--- src/design/ttsc_pkg.sv ---
package ttsc_pkg;

  // Field widths
  localparam int unsigned RATE_W   = 32;
  localparam int unsigned CNT_W    = 32;
  localparam int unsigned KIND_W   = 2;
  localparam int unsigned DQ_W     = 2 * RATE_W;          // shared divide/multiply shift reg
  localparam int unsigned MS_PER_S = 1000;
  localparam int unsigned REST_W   = $clog2(MS_PER_S);    // width of ms % 1000
  localparam int unsigned NUM_W    = REST_W + RATE_W + 1; // rest * rate + 999
  localparam int unsigned STEP_W   = $clog2(NUM_W);

  localparam logic [STEP_W-1:0] DIV_LAST  = STEP_W'(RATE_W - 1);
  localparam logic [STEP_W-1:0] PDIV_LAST = STEP_W'(NUM_W - 1);
  localparam logic [RATE_W-1:0] MS_DIVISOR = RATE_W'(MS_PER_S);
  localparam logic [NUM_W-1:0]  CEIL_ADD   = NUM_W'(MS_PER_S - 1);
  localparam logic [RATE_W-1:0] LEN_SAT    = '1;

  // Item kinds
  localparam logic [KIND_W-1:0] KIND_TICK   = 2'd0;
  localparam logic [KIND_W-1:0] KIND_TICKS  = 2'd1;
  localparam logic [KIND_W-1:0] KIND_MS     = 2'd2;
  localparam logic [KIND_W-1:0] KIND_QUERY  = 2'd3;

  typedef struct packed {
    logic [KIND_W-1:0] kind;
    logic [RATE_W-1:0] amount;
  } in_t;

  typedef struct packed {
    logic [CNT_W-1:0]  tick_count;
    logic [CNT_W-1:0]  uptime;
    logic [RATE_W-1:0] armed_length;
    logic              wake;
    logic              sleeping;
  } out_t;

endpackage

--- src/design/tick_timer_with_sleep_conversion.sv ---
// Tick timer with sleep arming and millisecond-to-tick conversion.
// Input channel (in_valid_i/in_ready_o, in_data_i): one transaction per tick,
// sleep-in-ticks, sleep-in-ms or query item. Every input transaction yields
// exactly one output transaction (out_valid_o/out_ready_i, out_data_o) with the
// tick count, uptime in seconds, armed sleep length, wake and sleeping flags.
// Config: cfg_we_i writes cfg_wdata_i into the tick rate; write only while idle.
// Datapath: all arithmetic runs one bit per cycle through a single shared
// shift-subtract / shift-add unit. Tick, tick-sleep and query items run only
// the uptime divide, which is skipped when the rate is zero. A ms sleep adds
// a 32-step divide by 1000, a 32-step multiply by the rate, a second 32-step
// multiply and a 43-step ceiling divide; a saturated whole-seconds product
// skips the last two. A ms sleep with the rate zero skips all the arithmetic.
// One item is in flight at a time; the next is taken in the cycle after the result
// has been moved into the output register, so a stalled receiver holds at most
// one result while the next item is already being worked on.
// Reset clears the tick count, the armed sleep and the rate (rate zero: uptime
// reads 0 and ms sleeps wake at once). The output register holds its value
// while out_ready_i is low.
module tick_timer_with_sleep_conversion (
  input  logic                          clk_i,
  input  logic                          rst_ni,
  input  logic                          cfg_we_i,
  input  logic [ttsc_pkg::RATE_W-1:0]   cfg_wdata_i,
  input  logic                          in_valid_i,
  output logic                          in_ready_o,
  input  ttsc_pkg::in_t                 in_data_i,
  output logic                          out_valid_o,
  input  logic                          out_ready_i,
  output ttsc_pkg::out_t                out_data_o
);
  import ttsc_pkg::*;

  // Sequencer states
  localparam logic [2:0] S_IDLE  = 3'd0;
  localparam logic [2:0] S_MSDIV = 3'd1; // ms / 1000 and ms % 1000
  localparam logic [2:0] S_MULW  = 3'd2; // seconds * rate
  localparam logic [2:0] S_MULR  = 3'd3; // rest * rate
  localparam logic [2:0] S_PDIV  = 3'd4; // (rest * rate + 999) / 1000
  localparam logic [2:0] S_UPLD  = 3'd5; // load uptime divide
  localparam logic [2:0] S_UPDIV = 3'd6; // count / rate
  localparam logic [2:0] S_OUT   = 3'd7; // hand result to output register

  logic [2:0]        state_q, state_d;
  logic [RATE_W-1:0] rate_q, rate_d;
  logic [CNT_W-1:0]  tick_cnt_q, tick_cnt_d;
  logic [CNT_W-1:0]  start_q, start_d;
  logic [RATE_W-1:0] len_q, len_d;
  logic              armed_q, armed_d;
  logic              wake_q, wake_d;
  logic              out_valid_q, out_valid_d;
  out_t              out_q, out_d;

  // Shared serial arithmetic unit
  logic [RATE_W-1:0] div_r_q, div_r_d;   // partial remainder
  logic [DQ_W-1:0]   div_q_q, div_q_d;   // dividend/quotient or product
  logic [RATE_W-1:0] div_d_q, div_d_d;   // divisor or multiplicand
  logic [STEP_W-1:0] step_q, step_d;
  logic [REST_W-1:0] rest_q, rest_d;
  logic [RATE_W-1:0] whole_q, whole_d;
  logic [CNT_W-1:0]  uptime_q, uptime_d;

  logic [RATE_W:0]   shifted, sub;
  logic              ge;
  logic [RATE_W-1:0] r_next;
  logic [DQ_W-1:0]   q_next, p_next;
  logic [RATE_W:0]   mul_sum;
  logic [CNT_W-1:0]  cnt_inc;
  logic [NUM_W-1:0]  num;
  logic [RATE_W:0]   len_sum;
  logic              arm_en;
  logic [RATE_W-1:0] arm_len;
  logic              in_fire;

  assign in_ready_o  = (state_q == S_IDLE);
  assign in_fire     = in_valid_i && in_ready_o;
  assign out_valid_o = out_valid_q;
  assign out_data_o  = out_q;

  // Restoring divide step
  assign shifted = {div_r_q, div_q_q[DQ_W-1]};
  assign ge      = (shifted >= {1'b0, div_d_q});
  assign sub     = shifted - {1'b0, div_d_q};
  assign r_next  = ge ? sub[RATE_W-1:0] : shifted[RATE_W-1:0];
  assign q_next  = {div_q_q[DQ_W-2:0], ge};

  // Shift-add multiply step, multiplier in the low half, LSB first
  assign mul_sum = {1'b0, div_q_q[DQ_W-1:RATE_W]}
                 + (div_q_q[0] ? {1'b0, div_d_q} : {(RATE_W+1){1'b0}});
  assign p_next  = {mul_sum, div_q_q[RATE_W-1:1]};

  assign cnt_inc = tick_cnt_q + 1'b1;
  // product of rest and rate fits in REST_W + RATE_W bits
  assign num     = {1'b0, p_next[REST_W+RATE_W-1:0]} + CEIL_ADD;
  assign len_sum = {1'b0, whole_q} + {1'b0, q_next[RATE_W-1:0]};

  always_comb begin
    state_d     = state_q;
    rate_d      = cfg_we_i ? cfg_wdata_i : rate_q;
    tick_cnt_d  = tick_cnt_q;
    start_d     = start_q;
    len_d       = len_q;
    armed_d     = armed_q;
    wake_d      = wake_q;
    out_valid_d = out_valid_q && !out_ready_i;
    out_d       = out_q;
    div_r_d     = div_r_q;
    div_q_d     = div_q_q;
    div_d_d     = div_d_q;
    step_d      = step_q;
    rest_d      = rest_q;
    whole_d     = whole_q;
    uptime_d    = uptime_q;
    arm_en      = 1'b0;
    arm_len     = '0;

    case (state_q)
      S_IDLE: begin
        if (in_fire) begin
          wake_d  = 1'b0;
          state_d = S_UPLD;
          case (in_data_i.kind)
            KIND_TICK: begin
              tick_cnt_d = cnt_inc;
              if (armed_q && ((cnt_inc - start_q) >= len_q)) begin
                armed_d = 1'b0;
                wake_d  = 1'b1;
              end
            end
            KIND_TICKS: begin
              arm_en  = 1'b1;
              arm_len = in_data_i.amount;
            end
            KIND_MS: begin
              if (rate_q == '0) begin
                arm_en = 1'b1;   // no rate: empty sleep
              end else begin
                div_r_d = '0;
                div_q_d = {in_data_i.amount, {RATE_W{1'b0}}};
                div_d_d = MS_DIVISOR;
                step_d  = DIV_LAST;
                state_d = S_MSDIV;
              end
            end
            default: ;
          endcase
        end
      end
      S_MSDIV: begin
        div_r_d = r_next;
        div_q_d = q_next;
        step_d  = step_q - 1'b1;
        if (step_q == '0) begin
          rest_d  = r_next[REST_W-1:0];
          div_q_d = {{RATE_W{1'b0}}, q_next[RATE_W-1:0]};
          div_d_d = rate_q;
          step_d  = DIV_LAST;
          state_d = S_MULW;
        end
      end
      S_MULW: begin
        div_q_d = p_next;
        step_d  = step_q - 1'b1;
        if (step_q == '0) begin
          if (p_next[DQ_W-1:RATE_W] != '0) begin
            arm_en  = 1'b1;
            arm_len = LEN_SAT;
            state_d = S_UPLD;
          end else begin
            whole_d = p_next[RATE_W-1:0];
            div_q_d = {{(DQ_W-REST_W){1'b0}}, rest_q};
            step_d  = DIV_LAST;
            state_d = S_MULR;
          end
        end
      end
      S_MULR: begin
        div_q_d = p_next;
        step_d  = step_q - 1'b1;
        if (step_q == '0) begin
          div_r_d = '0;
          div_q_d = {num, {(DQ_W-NUM_W){1'b0}}};
          div_d_d = MS_DIVISOR;
          step_d  = PDIV_LAST;
          state_d = S_PDIV;
        end
      end
      S_PDIV: begin
        div_r_d = r_next;
        div_q_d = q_next;
        step_d  = step_q - 1'b1;
        if (step_q == '0) begin
          // quotient is at most the rate, so the low half holds it
          arm_en  = 1'b1;
          arm_len = len_sum[RATE_W] ? LEN_SAT : len_sum[RATE_W-1:0];
          state_d = S_UPLD;
        end
      end
      S_UPLD: begin
        if (rate_q == '0) begin
          uptime_d = '0;
          state_d  = S_OUT;
        end else begin
          div_r_d = '0;
          div_q_d = {tick_cnt_q, {(DQ_W-CNT_W){1'b0}}};
          div_d_d = rate_q;
          step_d  = DIV_LAST;
          state_d = S_UPDIV;
        end
      end
      S_UPDIV: begin
        div_r_d = r_next;
        div_q_d = q_next;
        step_d  = step_q - 1'b1;
        if (step_q == '0) begin
          uptime_d = q_next[CNT_W-1:0];
          state_d  = S_OUT;
        end
      end
      S_OUT: begin
        if (!out_valid_q || out_ready_i) begin
          out_d.tick_count   = tick_cnt_q;
          out_d.uptime       = uptime_q;
          out_d.armed_length = armed_q ? len_q : '0;
          out_d.wake         = wake_q;
          out_d.sleeping     = armed_q;
          out_valid_d        = 1'b1;
          state_d            = S_IDLE;
        end
      end
      default: state_d = S_IDLE;
    endcase

    // Arming: a zero length cancels any sleep and wakes at once
    if (arm_en) begin
      if (arm_len == '0) begin
        armed_d = 1'b0;
        len_d   = '0;
        wake_d  = 1'b1;
      end else begin
        armed_d = 1'b1;
        start_d = tick_cnt_q;
        len_d   = arm_len;
      end
    end
  end

  always_ff @(posedge clk_i or negedge rst_ni) begin
    if (!rst_ni) begin
      state_q     <= S_IDLE;
      rate_q      <= '0;
      tick_cnt_q  <= '0;
      start_q     <= '0;
      len_q       <= '0;
      armed_q     <= 1'b0;
      wake_q      <= 1'b0;
      out_valid_q <= 1'b0;
      step_q      <= '0;
    end else begin
      state_q     <= state_d;
      rate_q      <= rate_d;
      tick_cnt_q  <= tick_cnt_d;
      start_q     <= start_d;
      len_q       <= len_d;
      armed_q     <= armed_d;
      wake_q      <= wake_d;
      out_valid_q <= out_valid_d;
      step_q      <= step_d;
    end
  end

  always_ff @(posedge clk_i) begin
    out_q    <= out_d;
    div_r_q  <= div_r_d;
    div_q_q  <= div_q_d;
    div_d_q  <= div_d_d;
    rest_q   <= rest_d;
    whole_q  <= whole_d;
    uptime_q <= uptime_d;
  end

endmodule
--- config.mk ---
export PLATFORM = sky130hd
export DESIGN_NAME = tick_timer_with_sleep_conversion
export DESIGN_NICKNAME = d
export VERILOG_FILES = /design/src/design/ttsc_pkg.sv /design/src/design/tick_timer_with_sleep_conversion.sv
export SDC_FILE = /design/constraint.sdc
export NUM_CORES = 1
export LEC_CHECK = 0
export BUFFER_PORTS_ARGS = -buffer_cell sky130_fd_sc_hd__buf_2
export CAP_MARGIN = 20
export CORE_MARGIN = 4
export CORE_UTILIZATION = 55
export CTS_CLUSTER_DIAMETER = 50
export DETAILED_ROUTE_END_ITERATION = 16
export GPL_ROUTABILITY_DRIVEN = 0
export PLACE_DENSITY = 0.73
export SLEW_MARGIN = 20
export SYNTH_ARGS = -nofsm -noshare
export SYNTH_HDL_FRONTEND = slang
export SYNTH_SLANG_ARGS = --single-unit
--- constraint.sdc ---
create_clock -name clk_i -period 7.9 [get_ports clk_i]
set_clock_uncertainty 0.2 [all_clocks]
set_input_delay 1.185 -clock clk_i [delete_from_list [all_inputs] [get_ports clk_i]]
set_output_delay 1.185 -clock clk_i [all_outputs]
set_load 0.02 [all_outputs]
======== Yosys cells after proc, flatten, opt, wreduce, memory -nomap -nowiden ========
Index checks and enable logic that the tools add are counted.
word-level totals
  register bits ........................... 440
  input bits .............................. 71
  output and inout port bits .............. 100
  logic and storage cells ................. 160
cells by class
  add/sub/neg operators ................... 7
  magnitude comparators ................... 2
  equality and inequality tests ........... 20
  muxes and demuxes ....................... 75
  bitwise operators ....................... 2
  reductions and logical operators ........ 34
operator list
  cell                                                               number
  32-bit 2-to-1 mux                                                  21
  64-bit 2-to-1 mux                                                  8
  64-bit one-hot mux with 6 select lines                             1
  32-bit one-hot mux with 4 select lines                             2
  32-bit one-hot mux with 3 select lines                             1
  32-bit by 32-bit adder with 33-bit output                          2
  32-bit logical NOT                                                 2
  32-bit one-hot mux with 2 select lines                             1
  32-bit subtractor                                                  2
  42-bit by 10-bit adder with 43-bit output (second input constant)  1
  6-bit 2-to-1 mux                                                   7
  6-bit one-hot mux with 6 select lines                              1
  33-bit by 32-bit >= comparator with 1-bit output                   1
  32-bit by 1-bit adder with 32-bit output (second input constant)   1
  32-bit >= comparator                                               1
  32-bit nonzero test                                                1
  3-bit 2-to-1 mux                                                   10
  3-bit one-hot mux with 8 select lines                              1
  1-bit 2-to-1 mux                                                   20
  2-bit != test (second input constant)                              9
  7-bit AND reduction                                                2
  3-bit equality test (second input constant)                        4
  3-bit AND reduction                                                4
  2-bit nonzero test                                                 5
  22 further kinds                                                   32

======== Logic depth before layout (Yosys ltp) ========
Gate-level depths: netlist (run 1).
  depth after elaboration ................. 10
  depth in mapped cells ................... 31
  mapped depth without buffers ............ 30

======== Worst setup path after synthesis (run 1) ========
No wires, ideal clock.
  kind .................................... register -> register
  start ................................... reg div_r_q[11]
  end ..................................... reg armed_q
  library setup time ...................... 0.127 ns
  data arrival time ....................... 5.935 ns
  required time ........................... 7.573 ns
  slack ................................... 1.638 ns
  cell stages (with the launch flop) ...... 29
  path buffers ............................ 4
  clock period less this slack ............ 6.262 ns
  cells stage by stage .................... edfxtp_1 ha_1 clkbuf_1 o21a_1 o211ai_1 a21oi_1 and4_1 a221oi_2 o221a_2 a21oi_1 o41ai_2 inv_2 buf_2 ha_1 inv_1 fa_1 nand2b_1 a21oi_1 o221ai_2 a21boi_2 a21o_1 mux2_4 a221oi_2 nand4_1 or4_1 buf_2 o21a_4 buf_6 nand3b_1
between the ends
  cells in the longest elaborated chain, start to end .. 8
ends and longest elaborated chain
  item                                              line                                     source
  start, declared                                   tick_timer_with_sleep_conversion.sv:54   logic [RATE_W-1:0] div_r_q, div_r_d;
  start signal, assigned                            tick_timer_with_sleep_conversion.sv:273  div_r_q <= div_r_d;
  33-bit by 32-bit >= comparator with 1-bit output  tick_timer_with_sleep_conversion.sv:81   assign ge = (shifted >= {1'b0, div_d_q});
  via ge                                            tick_timer_with_sleep_conversion.sv:63   logic ge;
  32-bit by 32-bit adder with 33-bit output         tick_timer_with_sleep_conversion.sv:94   assign len_sum = {1'b0, whole_q} + {1'b0, q_next[RATE_W-1:0]};
  32-bit 2-to-1 mux                                 tick_timer_with_sleep_conversion.sv:194  arm_len = len_sum[RATE_W] ? LEN_SAT : len_sum[RATE_W-1:0];
  32-bit 2-to-1 mux                                 tick_timer_with_sleep_conversion.sv:191  if (step_q == '0) begin
  32-bit one-hot mux with 3 select lines            tick_timer_with_sleep_conversion.sv:116  case (state_q)
  32-bit logical NOT                                tick_timer_with_sleep_conversion.sv:235  if (arm_len == '0) begin
  1-bit 2-to-1 mux                                  tick_timer_with_sleep_conversion.sv:235
  1-bit 2-to-1 mux                                  tick_timer_with_sleep_conversion.sv:234  if (arm_en) begin
  end signal, assigned                              tick_timer_with_sleep_conversion.sv:264  armed_q <= armed_d;
  end, declared                                     tick_timer_with_sleep_conversion.sv:48   logic armed_q, armed_d;
The timed path passes the listed nets, and every way through them passes these cells.
A chain may end at the register's enable or synchronous reset.

======== Worst setup path in the final report (run 1) ========
  start ................................... reg div_d_q[1]
  end ..................................... reg armed_q
between the ends
  cells in the longest elaborated chain, start to end .. 9
  elaborated cells on any way between the ends .. 21
  those cells by class .................... 2 x add/sub; 1 x order compare; 11 x mux; 7 x reduce/logical
ends and longest elaborated chain
  item                                                                                      line                                     source
  start, declared                                                                           tick_timer_with_sleep_conversion.sv:56   logic [RATE_W-1:0] div_d_q, div_d_d;
  start signal, assigned                                                                    tick_timer_with_sleep_conversion.sv:275  div_d_q <= div_d_d;
  branches (longest 9 deep; another with 33-bit by 32-bit >= comparator with 1-bit output)  -
Several ways; the timed one is not identified.

==> results.toml, run 1 <==
[power]
peakVddDrop_mv = 0.285
power.static_leakage_uw = 0.0134
p_int_uw = 7470
power.share.combinational_pct = 49.8
switching_share_pct = 43.9
p_seq_share_pct = 31.4
clockPowerShare_pct = 18.8
powerDensity_nw_per_um2 = 428
p_sw_uw = 5840

[cells_and_area]
design_area_um2 = 31100
final_core_utilization_pct = 62.0
syn_to_final_growth_pct = 11.4
diodes = 0
layout_common_cells = "sky130_fd_sc_hd__edfxtp_1 (300), sky130_fd_sc_hd__nor2_1 (209), sky130_fd_sc_hd__o21ai_0 (172), sky130_fd_sc_hd__nand2_1 (170), sky130_fd_sc_hd__buf_2 (169)"
drive_above_1_share_pct = 14.2
final_common_cell = "sky130_fd_sc_hd__edfxtp_1"
layout.nets = 3121
final-instance-count-excl-fill = 3600

[drt]
vias = 23300
antenna_violating_nets_post_route = 0
finalWirelength_um = 82900
drc = 0
wl_per_cell_um = 23.0
viasPerCell = 6.47
drtPass1Iterations = 5
initial_drc_count = 2638

[clock_tree]
post_cts_resized = 0
clkSlewWorstSetupHoldPaths_ns = 0.06
worstSkewPairLatency_ns = 0.64
cts_tree = "built"
clock_sinks = 440
cts_root_buf = "sky130_fd_sc_hd__clkbuf_16"
cts_max_path_buffers = 3
number_of_hold_repair_buffers_added_at_the_cts_stage = 0
h-tree-depth = 2
cts-buffers-inserted = 55
cts_setup_buffers = 0

[synthesis]
syn-mean-instance-area_um2 = 10.1
yosys_warnings = 0
synth.area.top_cells = "sky130_fd_sc_hd__edfxtp_1 (32%), sky130_fd_sc_hd__dfrtp_1 (13%), sky130_fd_sc_hd__ha_1 (7.4%)"
synth_net_count = 3017
netlist_area_pre_place_um2 = 27900
dominantRegCellSynth = "sky130_fd_sc_hd__edfxtp_1"
cell_type_contributing_the_most_total_cell_area_after_synthesis = "sky130_fd_sc_hd__edfxtp_1"
synth.yosys.seq_area_share_pct = 44.8
synth_enable_flop_cells = 300
yosys.cell_types.count = 102
yosys_top_cell_area_share_pct = 32.3
synth-seq-cells = 440
postSynthCellCount = 2777
async_s_r_ff_share_synth_pct = 31.8

[worst_setup_path]
cp_data_required_time_ns = 8.21
critical_path.reg2reg.startpoint = "div_d_q[1]$_SDFFCE_PN0P_"
cp_max_fo = 34
critical_path.startpoint_type = "register"
cpMaxStageDelayCell = "sky130_fd_sc_hd__a221oi_2"
critPathCaptureType = "register"
crit_arrival_ns = 7.64
critical_path_class = "register to register"
regToRegSetupSlack_ns = 0.57
timing.critical_path.slowest_cell_delay_ns = 0.53
r2r_end = "armed_q$_DFFE_PN0P_"
worst-r2r-cell-count = 25

[run]
drv_cap = 0

[global_route]
maximum_number_of_pins_on_one_net_before_global_route_repair = 73
grt_pass1_vias = 22500
grt_overflow_total = 0
grt_usage_pct = 30.0
wire_length_of_the_first_global_routing_pass_um = 128000
grt_antenna_before_repair = 0

[sta]
finalWorstPathRequiredPeriod_ns = 7.33
final-setup-viol-count = 0
maxSlewViolCount = 0
rsz_0062_raised_after_global_routing = "no"
final.period_utilization_pct = 92.8
final.hold.worst_slack_ns = 0.218
number_of_hold_slack_violations_in_the_final_timing_report = 0
actual_slew_at_the_worst_max_slew_pin_ns = 1.01
finalSetupTns_ns = 0
slew_headroom_pct = 32.7
fmaxAchievable_mhz = 136

[worst_hold_path]
min-delay-start = "uptime_q[15]$_SDFFCE_PN0P_"
classification_of_the_worst_slack_hold_path = "register to register"
hold_path_end = "out_data_o[49]$_DFFE_PP_"
hold-path-cell-count = 0

[placement]
hpwl_um = 60800
port_buffers = 170
placed_cell_area_um2 = 29300
placed_cells = 3495

[floorplan]
floorplan.core_area_um2 = 50200
floorplan.die.height_um = 233
die_w_um = 233
boundaryPins = 171
std_cell_rows = 82
die_area_um2 = 54400
initial_utilization_pct = 55.7

[status]
run_status = "finished clean"
layout make-up:
type / instances / area [um^2]
fill: 4091 / 19100
multi-input combinational: 2051 / 14300
sequential: 440 / 12500
clock buffer: 65 / 1410
timing repair buffer: 203 / 1110
tap: 672 / 841
inverter: 130 / 488
clock inverter: 39 / 409
sequential cells by signal (all words and copies together) (netlist names):
register / cells
armed_q: 1
div_d_q: 32
div_q_q: 64
div_r_q: 32
len_q: 32
out_data_o: 98
out_valid_o: 1
rate_q: 32
rest_q: 10
start_q: 32
state_q: 3
step_q: 6
tick_cnt_q: 32
uptime_q: 32
wake_q: 1
whole_q: 32
logic make-up (layout without fill, tap and decap cells):
group / Yosys count / count (layout) / synth area share (%)
AO/OA/AOI/OAI: 824 / 824 / 20.8
XOR/XNOR: 188 / 188 / 5.90
adder cells (fa/ha/maj): 169 / 169 / 7.68
buffers and inverters: 286 / 437 / 4.05
flip-flops: 440 / 440 / 44.8
multiplexers: 47 / 47 / 1.89
AND/OR/NAND/NOR: 823 / 823 / 14.9
synth_stat cells, types with 19 or more instances:
cell type	instances
sky130_fd_sc_hd__nand2_1	171
sky130_fd_sc_hd__nor3_1	37
sky130_fd_sc_hd__o21ai_0	173
sky130_fd_sc_hd__a31oi_1	27
sky130_fd_sc_hd__dfrtp_1	140
sky130_fd_sc_hd__edfxtp_1	300
sky130_fd_sc_hd__inv_1	129
sky130_fd_sc_hd__mux2_2	35
sky130_fd_sc_hd__a22o_1	19
sky130_fd_sc_hd__nand3_1	89
sky130_fd_sc_hd__a221oi_1	39
sky130_fd_sc_hd__a21o_1	84
sky130_fd_sc_hd__nor2b_1	22
sky130_fd_sc_hd__o211ai_1	48
sky130_fd_sc_hd__nand2b_1	32
sky130_fd_sc_hd__nor2_1	210
sky130_fd_sc_hd__and3_1	65
sky130_fd_sc_hd__xor2_1	83
sky130_fd_sc_hd__nand4_1	31
sky130_fd_sc_hd__nor4_1	21
sky130_fd_sc_hd__clkbuf_1	113
sky130_fd_sc_hd__a211oi_1	35
sky130_fd_sc_hd__xnor2_1	105
sky130_fd_sc_hd__o22a_1	23
sky130_fd_sc_hd__a21oi_1	159
sky130_fd_sc_hd__buf_1	19
sky130_fd_sc_hd__o21a_1	34
sky130_fd_sc_hd__ha_1	165
sky130_fd_sc_hd__o211ai_2	30
sky130_fd_sc_hd__and2_1	82
how the worst max path moves through the flow:
| stage | from | endpoint | slack [ns] | cells past startpoint |
|---|---|---|---|---|
| after floorplan | div_r_q[11]$_SDFFCE_PN0P_ | armed_q$_DFFE_PN0P_ | 1.64 | 28 |
| after global placement | div_d_q[1]$_SDFFCE_PN0P_ | armed_q$_DFFE_PN0P_ | 0.80 | 25 |
| after detailed placement | div_d_q[1]$_SDFFCE_PN0P_ | start_q[31]$_DFFE_PN0P_ | 0.64 | 26 |
| after CTS | div_d_q[1]$_SDFFCE_PN0P_ | start_q[31]$_DFFE_PN0P_ | 0.59 | 26 |
| after global routing | div_d_q[1]$_SDFFCE_PN0P_ | start_q[31]$_DFFE_PN0P_ | 0.13 | 27 |
| final | div_d_q[1]$_SDFFCE_PN0P_ | armed_q$_DFFE_PN0P_ | 0.57 | 25 |
per-stage QoR:
step / total power (uW) / worst slack [ns]
after CTS: 13200 / 0.588
after detailed placement: 10700 / 0.635
after global routing: 14100 / 0.133
final: 13300 / 0.569
after global placement: 10400 / 0.804
after floorplan: 8770 / 1.64
worst max-delay path, delay by kind of cell, from the launching register on:
family / cells / cell delay, ns
simple gates: 6 / 1.36
compound gates: 13 / 4.01
flops: 1 / 0.42
fa+ha+maj: 2 / 0.49
buf+inv: 3 / 0.52
xor+xnor: 1 / 0.21
power groups by stage:
| stage | Sequential (uW) | Clock [uW] | Combinational, uW |
|---|---|---|---|
| floorplan | 4050 | 0 | 4720 |
| global placement | 4150 | 0 | 6290 |
| detailed placement | 4180 | 0 | 6490 |
| CTS | 4150 | 2530 | 6530 |
| global route | 4230 | 2640 | 7250 |
| finish | 4170 | 2500 | 6630 |
routing by layer:
layer	up-vias	wire length [um]	track usage, %
li1	10600	-	-
met5	-	0	0
met4	0	4070	13.4
met1	11200	33000	40.6
met3	248	7950	4.80
met2	1242	37900	47.8
(Power assumes the default switching activity.)
==> run 2, diff against run 1 <==
--- a/config.mk
+++ b/config.mk
@@ -12,7 +12,7 @@
 export CTS_CLUSTER_DIAMETER = 50
 export DETAILED_ROUTE_END_ITERATION = 16
 export GPL_ROUTABILITY_DRIVEN = 0
-export PLACE_DENSITY = 0.73
+export PLACE_DENSITY = 0.76
 export SLEW_MARGIN = 20
 export SYNTH_ARGS = -nofsm -noshare
 export SYNTH_HDL_FRONTEND = slang
==> constraint.sdc (replaced) <==
create_clock -name clk_i -period 6.4 [get_ports clk_i]
set_clock_uncertainty 0.2 [all_clocks]
set_input_delay 0.96 -clock clk_i [delete_from_list [all_inputs] [get_ports clk_i]]
set_output_delay 0.96 -clock clk_i [all_outputs]
set_load 0.02 [all_outputs]
==> run 2 against run 1 <==
The run now ends with negative setup slack left. Non-clock buffer count increased by 43. Critical path depth increased by 1. Clock-buffer cell count stayed put. Clock power grew 23%. First-iteration DRC count up 21%. Die area unchanged. Setup slack lost 0.70 ns. Via count grew 3.0%. Sequential share of layout area is 0.93 points lower. Largest cell class unchanged. Highest routed layer unchanged.
==> results.toml, run 2 (synthesis gave the netlist of run 1 again) <==
[cells_and_area]
final-instance-count-excl-fill = 3641
filler_cell_count = 3898
drive_above_1_share_pct = 16.7
largest_register_ff_count = 98
final_common_cell = "sky130_fd_sc_hd__edfxtp_1"
layout_common_cells = "sky130_fd_sc_hd__edfxtp_1 (300), sky130_fd_sc_hd__nor2_1 (208), sky130_fd_sc_hd__o21ai_0 (171), sky130_fd_sc_hd__nand2_1 (170), sky130_fd_sc_hd__buf_2 (169)"
design_area_um2 = 31900
syn_to_final_growth_pct = 14.1
layout.nets = 3163

[worst_setup_path]
cpMaxStageDelayCell = "sky130_fd_sc_hd__o21ai_0"
critical_path_class = "register to register"
critical_path.startpoint_type = "register"
cp_num_buf_inv = 5
cp_max_fo = 8
timing.critical_path.max_delay_family = "compound AO/OA/AOI/OAI gates"
timing.critical_path.slowest_cell_delay_ns = 0.56
critPathCaptureType = "register"
crit_arrival_ns = 6.84
cp_data_required_time_ns = 6.72

[global_route]
maximum_number_of_pins_on_one_net_before_global_route_repair = 83
wire_length_of_the_first_global_routing_pass_um = 129000
grt_usage_pct = 29.9
grt_antenna_before_repair = 1
grt_overflow_total = 0
grt_pass1_vias = 22600

[clock_tree]
h-tree-depth = 2
cts-buffers-inserted = 53
cts_max_path_buffers = 3
worstSkewPairLatency_ns = 0.65
clock_sinks = 440
number_of_hold_repair_buffers_added_at_the_cts_stage = 0
clkSlewWorstSetupHoldPaths_ns = 0.07
cts_tree = "built"
cts_root_buf = "sky130_fd_sc_hd__clkbuf_16"

[floorplan]
initial_utilization_pct = 55.7
std_cell_rows = 82
boundaryPins = 171
die_w_um = 233
floorplan.core_area_um2 = 50200
die_area_um2 = 54400
floorplan.die.height_um = 233

[drt]
drc = 0
initial_drc_count = 3186
viasPerCell = 6.58
finalWirelength_um = 85000
vias = 24000
antenna_violating_nets_post_route = 0
wl_per_cell_um = 23.3
drtPass1Iterations = 6

[sta]
rsz_0062_raised_after_global_routing = "yes"
slew_headroom_pct = 23.7
maxSlewViolCount = 0
number_of_hold_slack_violations_in_the_final_timing_report = 0
final-setup-viol-count = 33
final.period_utilization_pct = 102
final.hold.worst_slack_ns = 0.198
postLayoutSetupSlackWorst_ns = -0.129
finalSetupTns_ns = -1.14
finalWorstPathRequiredPeriod_ns = 6.53
fmaxAchievable_mhz = 153
actual_slew_at_the_worst_max_slew_pin_ns = 1.14

[placement]
placed_cells = 3523
hpwl_um = 60900
placed_cell_area_um2 = 29500
port_buffers = 170

[power]
powerDensity_nw_per_um2 = 527
peakVddDrop_mv = 0.393
power.static_leakage_uw = 0.0137

[status]
run_status = "complete, but fails checks"
violations = "negative setup slack"

[run]
drv_cap = 0

[worst_hold_path]
classification_of_the_worst_slack_hold_path = "input port to asynchronous set/reset pin"
-- run 2: cell type report --
type                            count  area (um^2)  share of cell area [%]
Timing Repair Buffer              246         1530                    4.80
Tap cell                          672          841                    2.64
Clock inverter                     35          374                    1.17
Sequential cell                   440        12500                    39.3
Multi-Input combinational cell   2052        14700                    46.1
Clock buffer                       65         1420                    4.47
Inverter                          130          488                    1.53
Antenna cell                        1         2.50                 0.00786
-- run 2: path summary, 6_finish.rpt --
path,start,end,slack (ns),cells past startpoint
max,div_d_q[1]$_SDFFCE_PN0P_,start_q[7]$_DFFE_PN0P_,-0.13,26
min,rst_ni,tick_cnt_q[24]$_DFFE_PN0P_,0.20,1
max reg2reg,div_d_q[1]$_SDFFCE_PN0P_,start_q[7]$_DFFE_PN0P_,-0.13,26
min reg2reg,uptime_q[31]$_SDFFCE_PN0P_,out_data_o[65]$_DFFE_PP_,0.22,0
max in group asynchronous,rst_ni,tick_cnt_q[5]$_DFFE_PN0P_,4.47,2
min in group clk_i,uptime_q[31]$_SDFFCE_PN0P_,out_data_o[65]$_DFFE_PP_,0.22,0
-- run 2: per-layer routing --
metal / GRT usage [%] / routed length [um] / vias to the layer above / part of all wire (%)
met5: 0 / 0 / - / 0
met4: 12.8 / 4480 / 0 / 5.3
met3: 6.02 / 9380 / 318 / 11
met2: 47.7 / 38700 / 1510 / 46
met1: 40.0 / 32400 / 11500 / 38
li1: - / - / 10600 / -
-- run 2: metrics by stage --
stage	power [uW]	util [%]	worst slack, ns
after floorplan	10800	-	0.138
after global placement	12900	58.8	-0.0890
after detailed placement	13200	58.8	-0.164
after CTS	16300	62.4	0.0228
after global routing	17700	63.5	-0.240
final	16800	63.5	-0.129
-- run 2: what timing repair did --
action                                  in CTS  in global routing
gates cloned                                 0                  5
gates resized for setup                      8                 57
setup buffers                                0                 12
endpoints found under the setup margin      34                 34
pin swaps                                    0                 29
-- run 2: report_power, final --
part | internal, uW | switching [uW]
combinational | 3310 | 5260
sequential | 4310 | 835
clock | 1750 | 1320
total | 9380 | 7420
